[config.mk]
export PLATFORM = sky130hd
export DESIGN_NAME = software_timer_table_unit
export DESIGN_NICKNAME = d
export VERILOG_FILES = /design/src/rtl/core/stt_pkg.sv /design/src/rtl/core/stt_table.sv /design/src/rtl/core/stt_scan.sv /design/src/rtl/core/software_timer_table_unit.sv
export SDC_FILE = /design/constraint.sdc
export NUM_CORES = 1
export LEC_CHECK = 0
export BUFFER_PORTS_ARGS = -buffer_cell sky130_fd_sc_hd__buf_4
export CAP_MARGIN = 20
export CORE_MARGIN = 4
export CORE_UTILIZATION = 52
export CTS_BUF_LIST = sky130_fd_sc_hd__clkbuf_4
export CTS_CLUSTER_SIZE = 40
export DETAILED_ROUTE_END_ITERATION = 6
export PLACE_DENSITY = 0.76
export SLEW_MARGIN = 10
export SYNTH_ARGS = -nofsm -noshare
export SYNTH_HDL_FRONTEND = slang
export SYNTH_SLANG_ARGS = --single-unit
[constraint.sdc]
create_clock -name aclk -period 7.52 [get_ports aclk]
set_input_delay 0.376 -clock aclk [delete_from_list [all_inputs] [get_ports aclk]]
set_output_delay 0.376 -clock aclk [all_outputs]
set_load 0.01 [all_outputs]
[src/rtl/core/stt_pkg.sv]
package stt_pkg;

    // Field widths fixed by the stream formats.
    localparam int ID_W        = 4;
    localparam int CNT_W       = 32;
    localparam int MAX_REPORTS = 16;
    localparam int FOUND_W     = $clog2(MAX_REPORTS + 1);

    // Command codes carried on s_tuser.
    typedef enum logic [1:0] {
        CMD_TICK  = 2'd0,
        CMD_SET   = 2'd1,
        CMD_CLEAR = 2'd2,
        CMD_POLL  = 2'd3
    } cmd_t;

    // Poll sequencer states.
    typedef enum logic [1:0] {
        SCAN_IDLE,
        SCAN_RUN,
        SCAN_FLUSH
    } scan_state_t;

    // Write request from the command decoder to the table.
    typedef struct packed {
        logic             en;
        logic             active;
        logic [CNT_W-1:0] deadline;
        logic             act;
    } stt_set_t;

    // Registered read result of the table.
    typedef struct packed {
        logic             valid;
        logic [CNT_W-1:0] deadline;
        logic             act;
    } stt_rd_t;

endpackage

[src/rtl/core/stt_table.sv]
module stt_table #(
    parameter int NUM_TIMERS = 16,
    parameter int IDX_W      = 4
) (
    input  logic               aclk,
    input  logic               aresetn,
    input  stt_pkg::stt_set_t  set_req,
    input  logic [IDX_W-1:0]   set_idx,
    input  logic               clr_en,
    input  logic [IDX_W-1:0]   clr_idx,
    input  logic               rd_en,
    input  logic [IDX_W-1:0]   rd_idx,
    output stt_pkg::stt_rd_t   rd
);

    // Deadline and action bit of each entry; one write and one read port.
    logic [stt_pkg::CNT_W:0]  mem [NUM_TIMERS];
    // Per-entry active bits, cleared at once by reset.
    logic [NUM_TIMERS-1:0]    valid_reg;
    logic [NUM_TIMERS-1:0]    valid_next;
    logic                     rd_valid_reg;
    logic [stt_pkg::CNT_W:0]  rd_data_reg;

    // Memory write on a set request.
    always_ff @(posedge aclk) begin
        if (set_req.en) begin
            mem[set_idx] <= {set_req.deadline, set_req.act};
        end
    end

    // Registered memory read; the data holds between reads.
    always_ff @(posedge aclk) begin
        if (rd_en) begin
            rd_data_reg <= mem[rd_idx];
        end
    end

    // Active bits: a set with a zero deadline leaves the entry inactive.
    always_comb begin
        valid_next = valid_reg;
        if (set_req.en) begin
            valid_next[set_idx] = set_req.active;
        end
        if (clr_en) begin
            valid_next[clr_idx] = 1'b0;
        end
    end

    always_ff @(posedge aclk) begin
        if (!aresetn) begin
            valid_reg    <= '0;
            rd_valid_reg <= 1'b0;
        end else begin
            valid_reg <= valid_next;
            if (rd_en) begin
                rd_valid_reg <= valid_reg[rd_idx];
            end
        end
    end

    assign rd.valid    = rd_valid_reg;
    assign rd.deadline = rd_data_reg[stt_pkg::CNT_W:1];
    assign rd.act      = rd_data_reg[0];

    // A set and a clear never arrive together: clears from a poll only run while busy.
    a_no_set_and_clear: assert property (@(posedge aclk) disable iff (!aresetn)
        !(set_req.en && clr_en))
        else $error("table set and clear in the same cycle");

    // An active entry read back always carries a non-zero deadline.
    a_active_nonzero: assert property (@(posedge aclk) disable iff (!aresetn)
        rd_valid_reg |-> (rd_data_reg[stt_pkg::CNT_W:1] != '0))
        else $error("active entry with zero deadline");

    // An entry written active has its active bit set by the write.
    a_set_visible: assert property (@(posedge aclk) disable iff (!aresetn)
        (set_req.en && set_req.active) |=> valid_reg[$past(set_idx)])
        else $error("set entry not marked active");

endmodule

[src/rtl/core/stt_scan.sv]
module stt_scan #(
    parameter int NUM_TIMERS = 16,
    parameter int IDX_W      = 4
) (
    input  logic                       aclk,
    input  logic                       aresetn,
    input  logic                       start,
    input  logic [stt_pkg::CNT_W-1:0]  tick_count,
    input  stt_pkg::stt_rd_t           rd,
    output logic                       rd_en,
    output logic [IDX_W-1:0]           rd_idx,
    output logic                       clr_en,
    output logic [IDX_W-1:0]           clr_idx,
    output logic                       busy,
    output logic                       m_tvalid,
    input  logic                       m_tready,
    output logic [7:0]                 m_tdata,   // [3:0] expired_id, [4] action_present
    output logic                       m_tlast
);

    stt_pkg::scan_state_t          state_reg, state_next;
    logic [IDX_W-1:0]              idx_reg, idx_next;
    logic                          issue_done_reg, issue_done_next;
    logic                          chk_valid_reg, chk_valid_next;
    logic [IDX_W-1:0]              chk_idx_reg, chk_idx_next;
    logic                          pend_valid_reg, pend_valid_next;
    logic [stt_pkg::ID_W-1:0]      pend_id_reg, pend_id_next;
    logic                          pend_act_reg, pend_act_next;
    logic [stt_pkg::FOUND_W-1:0]   found_reg, found_next;
    logic                          out_valid_reg, out_valid_next;
    logic [stt_pkg::ID_W-1:0]      out_id_reg, out_id_next;
    logic                          out_act_reg, out_act_next;
    logic                          out_last_reg, out_last_next;

    logic                          out_free;
    logic                          expired;
    logic                          stall;
    logic                          limit_hit;
    logic                          push;

    assign out_free = !out_valid_reg || m_tready;
    assign expired  = chk_valid_reg && rd.valid && (tick_count > rd.deadline);
    assign stall    = expired && pend_valid_reg && !out_free;
    assign limit_hit = expired &&
        (found_reg == stt_pkg::FOUND_W'(stt_pkg::MAX_REPORTS - 1));

    // Sequencer: reads one entry per cycle unless an expired entry waits on a full output.
    always_comb begin
        state_next      = state_reg;
        idx_next        = idx_reg;
        issue_done_next = issue_done_reg;
        chk_valid_next  = chk_valid_reg;
        chk_idx_next    = chk_idx_reg;
        pend_valid_next = pend_valid_reg;
        pend_id_next    = pend_id_reg;
        pend_act_next   = pend_act_reg;
        found_next      = found_reg;
        out_id_next     = out_id_reg;
        out_act_next    = out_act_reg;
        out_last_next   = out_last_reg;
        rd_en           = 1'b0;
        clr_en          = 1'b0;
        push            = 1'b0;
        unique case (state_reg)
            stt_pkg::SCAN_IDLE: begin
                if (start) begin
                    state_next      = stt_pkg::SCAN_RUN;
                    idx_next        = '0;
                    issue_done_next = 1'b0;
                    chk_valid_next  = 1'b0;
                    pend_valid_next = 1'b0;
                    found_next      = '0;
                end
            end
            stt_pkg::SCAN_RUN: begin
                if (!stall) begin
                    rd_en          = !issue_done_reg && !limit_hit;
                    chk_valid_next = rd_en;
                    chk_idx_next   = idx_reg;
                    if (rd_en) begin
                        idx_next        = idx_reg + 1'b1;
                        issue_done_next = (idx_reg == IDX_W'(NUM_TIMERS - 1));
                    end
                    // An expired entry is retired and becomes the pending report;
                    // the previous one leaves as a non-final result.
                    if (expired) begin
                        clr_en          = 1'b1;
                        found_next      = found_reg + 1'b1;
                        pend_valid_next = 1'b1;
                        pend_id_next    = stt_pkg::ID_W'(chk_idx_reg);
                        pend_act_next   = rd.act;
                        if (pend_valid_reg) begin
                            push          = 1'b1;
                            out_id_next   = pend_id_reg;
                            out_act_next  = pend_act_reg;
                            out_last_next = 1'b0;
                        end
                    end
                    if (!rd_en) begin
                        state_next = stt_pkg::SCAN_FLUSH;
                    end
                end
            end
            stt_pkg::SCAN_FLUSH: begin
                // The final pending report carries the last marker.
                if (!pend_valid_reg) begin
                    state_next = stt_pkg::SCAN_IDLE;
                end else if (out_free) begin
                    push            = 1'b1;
                    out_id_next     = pend_id_reg;
                    out_act_next    = pend_act_reg;
                    out_last_next   = 1'b1;
                    pend_valid_next = 1'b0;
                    state_next      = stt_pkg::SCAN_IDLE;
                end
            end
            default: begin
                state_next = stt_pkg::SCAN_IDLE;
            end
        endcase
        out_valid_next = push || (out_valid_reg && !m_tready);
    end

    // Control registers.
    always_ff @(posedge aclk) begin
        if (!aresetn) begin
            state_reg      <= stt_pkg::SCAN_IDLE;
            chk_valid_reg  <= 1'b0;
            pend_valid_reg <= 1'b0;
            out_valid_reg  <= 1'b0;
            issue_done_reg <= 1'b0;
            found_reg      <= '0;
            idx_reg        <= '0;
        end else begin
            state_reg      <= state_next;
            chk_valid_reg  <= chk_valid_next;
            pend_valid_reg <= pend_valid_next;
            out_valid_reg  <= out_valid_next;
            issue_done_reg <= issue_done_next;
            found_reg      <= found_next;
            idx_reg        <= idx_next;
        end
    end

    // Payload registers.
    always_ff @(posedge aclk) begin
        chk_idx_reg  <= chk_idx_next;
        pend_id_reg  <= pend_id_next;
        pend_act_reg <= pend_act_next;
        out_id_reg   <= out_id_next;
        out_act_reg  <= out_act_next;
        out_last_reg <= out_last_next;
    end

    assign rd_idx   = idx_reg;
    assign clr_idx  = chk_idx_reg;
    assign busy     = (state_reg != stt_pkg::SCAN_IDLE);
    assign m_tvalid = out_valid_reg;
    assign m_tdata  = {3'b000, out_act_reg, out_id_reg};
    assign m_tlast  = out_last_reg;

    // A result is only loaded into a free output register.
    a_push_free: assert property (@(posedge aclk) disable iff (!aresetn)
        push |-> out_free)
        else $error("result overwrote a waiting result");

    // No more reports per poll than the limit.
    a_found_limit: assert property (@(posedge aclk) disable iff (!aresetn)
        found_reg <= stt_pkg::FOUND_W'(stt_pkg::MAX_REPORTS))
        else $error("too many reports in one poll");

    // An idle sequencer holds no checked entry and no pending report.
    a_idle_empty: assert property (@(posedge aclk) disable iff (!aresetn)
        (state_reg == stt_pkg::SCAN_IDLE) |-> (!chk_valid_reg && !pend_valid_reg))
        else $error("idle with work left");

    // Leaving the flush state always delivers the final report if one was pending.
    a_flush_last: assert property (@(posedge aclk) disable iff (!aresetn)
        (state_reg == stt_pkg::SCAN_FLUSH && pend_valid_reg && out_free)
            |=> (out_valid_reg && out_last_reg))
        else $error("final report missing its last marker");

endmodule

[src/rtl/core/software_timer_table_unit.sv]
// Tick, set and clear: the count or the table updates at the accepting edge.
// Poll: s_tready stays low until the scan ends and the final report is loaded; one table
// entry is read per cycle through the single read port of the deadline memory, while no
// output stall holds the scan. Each result passes the check and pending registers to the
// output; later results follow at most one per cycle, as further expired entries are found.
// Reset (aresetn low, synchronous) clears the tick count and all entry active bits at once.
module software_timer_table_unit #(
    parameter int NUM_TIMERS = 16
) (
    input  logic        aclk,
    input  logic        aresetn,
    input  logic        s_tvalid,
    output logic        s_tready,
    input  logic [39:0] s_tdata,   // [3:0] timer_id, [35:4] delay, [36] has_action
    input  logic [1:0]  s_tuser,   // [1:0] command
    output logic        m_tvalid,
    input  logic        m_tready,
    output logic [7:0]  m_tdata,   // [3:0] expired_id, [4] action_present
    output logic        m_tlast    // last
);

    localparam int IDX_W = (NUM_TIMERS > 1) ? $clog2(NUM_TIMERS) : 1;

    logic [stt_pkg::CNT_W-1:0] tick_count_reg, tick_count_next;
    logic                      s_accept;
    stt_pkg::cmd_t             cmd;
    logic [stt_pkg::ID_W-1:0]  s_id;
    logic [stt_pkg::CNT_W-1:0] s_delay;
    logic                      s_act;
    logic                      id_ok;
    logic [stt_pkg::CNT_W-1:0] set_sum;
    stt_pkg::stt_set_t         set_req;
    logic                      cmd_clr;
    logic                      poll_start;
    logic                      busy;
    logic                      scan_rd_en;
    logic [IDX_W-1:0]          scan_rd_idx;
    logic                      scan_clr_en;
    logic [IDX_W-1:0]          scan_clr_idx;
    logic                      tbl_clr_en;
    logic [IDX_W-1:0]          tbl_clr_idx;
    stt_pkg::stt_rd_t          tbl_rd;

    // Request decode; a request is taken only while no poll is running.
    assign s_tready   = !busy;
    assign s_accept   = s_tvalid && s_tready;
    assign cmd        = stt_pkg::cmd_t'(s_tuser);
    assign s_id       = s_tdata[3:0];
    assign s_delay    = s_tdata[35:4];
    assign s_act      = s_tdata[36];
    assign id_ok      = (32'(s_id) < NUM_TIMERS);
    assign poll_start = s_accept && (cmd == stt_pkg::CMD_POLL);
    assign cmd_clr    = s_accept && (cmd == stt_pkg::CMD_CLEAR) && id_ok;

    // Absolute deadline; a sum that wraps to zero leaves the entry inactive.
    assign set_sum          = s_delay + tick_count_reg;
    assign set_req.en       = s_accept && (cmd == stt_pkg::CMD_SET) && id_ok;
    assign set_req.active   = (set_sum != '0);
    assign set_req.deadline = set_sum;
    assign set_req.act      = s_act;

    // Clears come from a clear request or from expiries found by a poll.
    assign tbl_clr_en  = cmd_clr || scan_clr_en;
    assign tbl_clr_idx = scan_clr_en ? scan_clr_idx : IDX_W'(s_id);

    // Tick count, advanced by one on each accepted tick command.
    always_comb begin
        tick_count_next = tick_count_reg;
        if (s_accept && (cmd == stt_pkg::CMD_TICK)) begin
            tick_count_next = tick_count_reg + 1'b1;
        end
    end

    always_ff @(posedge aclk) begin
        if (!aresetn) begin
            tick_count_reg <= '0;
        end else begin
            tick_count_reg <= tick_count_next;
        end
    end

    stt_table #(
        .NUM_TIMERS (NUM_TIMERS),
        .IDX_W      (IDX_W)
    ) u_table (
        .aclk    (aclk),
        .aresetn (aresetn),
        .set_req (set_req),
        .set_idx (IDX_W'(s_id)),
        .clr_en  (tbl_clr_en),
        .clr_idx (tbl_clr_idx),
        .rd_en   (scan_rd_en),
        .rd_idx  (scan_rd_idx),
        .rd      (tbl_rd)
    );

    stt_scan #(
        .NUM_TIMERS (NUM_TIMERS),
        .IDX_W      (IDX_W)
    ) u_scan (
        .aclk       (aclk),
        .aresetn    (aresetn),
        .start      (poll_start),
        .tick_count (tick_count_reg),
        .rd         (tbl_rd),
        .rd_en      (scan_rd_en),
        .rd_idx     (scan_rd_idx),
        .clr_en     (scan_clr_en),
        .clr_idx    (scan_clr_idx),
        .busy       (busy),
        .m_tvalid   (m_tvalid),
        .m_tready   (m_tready),
        .m_tdata    (m_tdata),
        .m_tlast    (m_tlast)
    );

endmodule
-- Yosys cells after proc, flatten, opt, wreduce, memory -nomap -nowiden
Memories as Yosys holds them, arrays and structs flattened. A register that Yosys moved wholly into a read port is not among the register bits.
Cells that the tools add are included.
- $add $sub $neg: 4
- magnitude comparators: 6
- equal/unequal tests: 16
- muxes and demuxes: 66
- bitwise gates (word level): 3
- reduce and logical (&&, ||, !) cells: 38
- operators by type and width (cell ; count):
    4-bit 2-to-1 mux ; 9
    1-bit 2-to-1 mux ; 33
    32-bit by 1-bit adder with 32-bit output (second input constant) ; 1
    32-bit adder ; 1
    32-bit greater-than comparator ; 1
    16-bit 2-to-1 mux ; 2
    32-bit nonzero test ; 1
    16-bit bitwise AND ; 1
    16-bit bitwise mux ; 1
    16-bit NOT ; 1
    4-bit case mux with 2 select lines ; 2
    4-bit AND reduction ; 4
    4-bit by 5-bit < comparator with 1-bit output (second input constant) ; 3
    5-bit 2-to-1 mux ; 3
    1-bit logical AND ; 14
    2-bit 2-to-1 mux ; 5
    2-bit by 1-bit inequality test with 1-bit output (second input constant) ; 5
    1-bit case mux with 2 select lines ; 5
    5-bit case mux with 2 select lines ; 1
    1-bit demux with 4-bit select ; 2
    4-bit by 1-bit greater-or-equal comparator with 1-bit output (second input constant) ; 2
    2-bit equality test (second input constant) ; 3
    1-bit zero test ; 6
    2-bit inequality test (second input constant) ; 3
    17 further kinds ; 24
- bits in registers: 79
- bits in writable memories: 528
- bits of input ports: 46
- memories kept: 1
- memory list (memory ; words ; bits a word ; rd ports ; clocked after Yosys merged registers in ; write ports ; line ; source):
    u_table.mem ; 16 ; 33 ; 1 ; 1 ; 1 ; stt_table.sv:17 ; logic [stt_pkg::CNT_W:0] mem [NUM_TIMERS];

-- Longest topological paths before layout
- depth in word-level cells: 14
- gate-level depth with buffers: 14
- mapped depth without buffers: 12

-- Hierarchy
A second synthesis with hierarchy kept.
- cells, all modules: 1645
- area total of the unflattened synthesis: 27840.5 µm²
- by module, submodules not included (module ; instances ; cells an instance ; area each (µm²)):
    stt_table ; 1 ; 899 ; 21775.9
    software_timer_table_unit ; 1 ; 482 ; 3708.6
    stt_scan ; 1 ; 264 ; 2356.0

-- Least setup slack after synthesis
No wires, ideal clock.
- path kind: reg-to-reg
- from: reg u_scan.state_reg[0]
- to: reg u_table.valid_reg[12]
- library setup time: 81 ps
- data arrival time: 3956 ps
- data required time: 7439 ps
- path slack: 3483 ps
- cell stages (with the launch flop): 8
- buffers on the path: 0
- path through: dfxtp_1 > inv_1 > ha_1 > and4b_1 > nand3_1 > nor3_1 > o221ai_1 > a31oi_1
- RTL lines (what ; line ; source):
    start: declaration ; stt_scan.sv:21 ; stt_pkg::scan_state_t state_reg, state_next;
    start signal: assignment ; stt_scan.sv:127 ; state_reg <= stt_pkg::SCAN_IDLE;
    start signal: assignment ; stt_scan.sv:135 ; state_reg <= state_next;
    2-bit nonzero test (*) ; stt_scan.sv:157 ; assign busy = (state_reg != stt_pkg::SCAN_IDLE);
    1-bit zero test (*) ; software_timer_table_unit.sv:45 ; assign s_tready = !busy;
    via s_tready ; software_timer_table_unit.sv:13 ; output logic s_tready,
    1-bit logical AND (*) ; software_timer_table_unit.sv:46 ; assign s_accept = s_tvalid && s_tready;
    1-bit logical AND ; software_timer_table_unit.sv:57 ; assign set_req.en = s_accept && (cmd == stt_pkg::CMD_SET) && id_ok;
    16-bit 2-to-1 mux ; stt_table.sv:41 ; if (set_req.en) begin
    16-bit bitwise AND (no line) ; - ;
    16-bit 2-to-1 mux (*) ; stt_table.sv:44 ; if (clr_en) begin
    end signal: assignment ; stt_table.sv:54 ; valid_reg <= valid_next;
    end: declaration ; stt_table.sv:19 ; logic [NUM_TIMERS-1:0] valid_reg;
The timed path passes the listed nets; every way through them passes the cells marked *.
A chain may end at the register's enable or synchronous reset.

==> flow_summary.ini <==
[setup_path]
worstPathRequired_ns = 8.24
worstSetupPathType = register to register
crit_path_end_kind = register
critical_path.max_fanout = 17
setup.worst_path.start_class = register
cp.arrival_ns = 5.00

[sta]
worst_slew_pin_tran_ns = 1.13
grt_setup_unrepaired = false
setup_total_negative_slack_ns = 0
finalWorstPathRequiredPeriod_ns = 4.28
finalSetupViolCount = 0
finalCritPeriodShare_pct = 56.9
achievable-frequency_mhz = 234
maxSlewViolCount = 0
fin_worst_skew_ns = 0.0467
slew_headroom_pct = 24.3
final-hold-violation-count = 0

[route]
final_antenna_net_count = 0
detailedRoute.firstPassIterationCount = 5
drt_via_density = 6.15
detailedRoute.firstIterationViolations = 1569
detail_route.wirelength_mm = 63.5
drt-wirelength-per-cell_um = 24.7
drc = 0
via_count = 15800

[clock_network]
tritoncts = done
h_tree_depth = 4
buffer_cell_driving_the_clock_tree_root = clkbuf_4
buffers_inserted_during_post_cts_setup_optimization = 0
worstSkewPairLatency_ns = 0.89
ctsResizeCount = 0
holdBufCountCts = 4
cts_num_sinks = 640
cts_buffers = 158
longest_clk_path_bufs = 3
clk_pin_slew_worst_paths_ns = 0.06

[global_routing]
global_route.overflow_total = 0
grt_pass1_wl_mm = 95.7
grt_antenna_before_repair = 1
total_global_route_track_usage_pct = 22.7
grt_pass1_vias = 16000
pin_count_of_the_biggest_net_entering_global_routing = 69

[synthesis]
post_synth.cell_area_avg_sq_um = 17.2
post-synth-top-count-cell = edfxtp_1
synth.top_cells.by_area = edfxtp_1 63%, mux4_2 14%, dfxtp_1 4.7%
synthTopCellsByCount = 576 x edfxtp_1, 170 x mux4_2, 71 x ha_1
ys_types = 74
ys_warn_count = 0
synth_top_area_cell = edfxtp_1
syn-instance-count = 1604
synth.top_cell.area_share_pct = 62.9
synth_edf_count = 576
fraction_of_registers_with_async_set_or_reset_after_synthesis_pct = 0
yosysSeqAreaShare_pct = 67.5
ys_seq_elements = 640
ys_dominant_reg_cell = edfxtp_1
synthesis.area_sq_um = 27500

[power]
reported_net_switching_power_uw = 1640
irDropWorstVdd_mv = 0.109
power.static_leakage_uw = 0.0105
share_comb_of_total_power_pct = 7.6
net_switching_share_of_the_total_power_pct = 22.5
clkPwrFrac_pct = 37.5
power.internal_uw = 5650
power_per_cell_area_nw_per_um2 = 236
power_uw = 7290
power.share.sequential_pct = 55.0

[die]
die_area_sq_um = 56700
die_w_um = 238
initial_core_util_pct = 52.5
io_pins = 57
floorplan.core_area_sq_um = 52400
die_h_um = 238
floorplan_row_count = 84

[place]
placedCellCount = 2306
gpl.final_weighted_congestion = 0.912
portBuffers = 50
post-dp-hpwl_mm = 35.6

[run]
drv_cap = 0

[min_path]
worst_hold_path_type = input pin to register

[final_layout]
layout-drive-gt1-share_pct = 28.5
finish.cell_count_without_fillers = 2575
nets = 1911
largest_register_ffs = 528
areaGrowthSynthToFinish_pct = 12.1

[status]
status = finished clean
==> per-layer routing <==
layer  global-route usage [%]  up-vias  routed length (um)
li1                         -     6944                   -
met1                     30.9     8006               25500
met2                     36.4      762               31000
met3                     4.20      125                4830
met4                     9.78        0                2180
met5                        0        -                   0
==> worst max-delay path, cell delays in order (launching register included) <==
cell and delay (ns):
dfxtp_1 0.40, ha_1 0.21, inv_1 0.06, fa_1 0.44, nor2b_4 0.15, o31a_4 0.18, a21oi_1 0.22, or4_1 0.54
nor3_1 0.38, nand4b_1 0.29, nor4_1 0.36, and4bb_1 0.72, a31oi_1 0.18
==> layout make-up <==
class / instances / area [sq um]
Antenna cell: 2 / 5.00
Clock buffer: 225 / 1690
Clock inverter: 27 / 193
Fill cell: 3849 / 21600
Inverter: 58 / 218
Multi-Input combinational cell: 843 / 8590
Sequential cell: 640 / 18600
Tap cell: 688 / 861
Timing Repair Buffer: 92 / 701
==> cell families after synthesis <==
kind of cell,count (synthesis),synth area share [%]
compound gates,231,5.55
xor+xnor,45,1.43
fa+ha+maj,72,3.30
buf+inv,123,1.81
flops,640,67.5
mux,186,14.5
other cells,1,0.0136
simple gates,306,5.86
==> through the flow <==
| step | cell area, sq um | util, % | setup slack [ns] | hold slack [ns] |
|---|---|---|---|---|
| after floorplan | 27500 | - | 3.48 | 0.400 |
| after global placement | 28800 | 54.9 | 3.25 | 0.408 |
| after detailed placement | 28800 | 54.9 | 3.13 | 0.405 |
| after CTS | 30700 | 58.6 | 3.23 | 0.0853 |
| after global routing | 30800 | 58.8 | 3.05 | 0.103 |
| final | 30800 | 58.8 | 3.24 | 0.126 |
==> cells in the final DEF (no fill, tap or decap), types with 5 or more instances in the layout <==
master | Yosys | layout
mux4_2 | 170 | 170
nor2_1 | 61 | 49
and2_1 | 34 | 34
a21oi_1 | 56 | 56
nand2b_1 | 5 | 5
a21boi_0 | 8 | 8
ha_1 | 71 | 71
clkinv_1 | 1 | 12
and3_1 | 6 | 6
and4_1 | 8 | 8
nor2b_1 | 18 | 18
nor3_2 | 1 | 5
edfxtp_1 | 576 | 576
a21o_1 | 21 | 21
xnor2_1 | 31 | 28
inv_1 | 56 | 55
xor2_1 | 14 | 13
o21ai_0 | 43 | 43
dfxtp_1 | 64 | 60
o21a_1 | 9 | 9
o211ai_1 | 9 | 9
nand4_1 | 18 | 18
a211oi_1 | 10 | 10
o221ai_1 | 19 | 19
inv_2 | 1 | 9
mux2i_1 | 15 | 15
nand3_1 | 27 | 27
nor3_1 | 17 | 13
nand2_1 | 69 | 69
buf_4 | 6 | 86
or3_1 | 15 | 15
a31oi_1 | 20 | 20
clkbuf_4 | 0 | 227
nor2_4 | 0 | 12
==> power by group through the flow <==
stage,Combinational [uW],Sequential (uW),Clock (uW)
after global placement,532,4080,0
after global routing,604,4010,3010
after detailed placement,547,4080,0
after CTS,550,4010,2800
final,553,4010,2730
after floorplan,396,4050,0
==> path summary, 6_finish.rpt <==
path	startpoint	endpoint	slack (ns)	cells after the start
worst max-delay path	tick_count_reg[0]	u_table.valid_reg[14]	3.24	12
worst min-delay path	s_tdata[6]	u_table.mem[1][3]	0.13	3
worst max register to register	tick_count_reg[0]	u_table.valid_reg[14]	3.24	12
worst min register to register	u_scan.pend_id_reg[1]	u_scan.out_id_reg[1]	0.41	0
No activity file was read; power rests on OpenSTA's default activity.
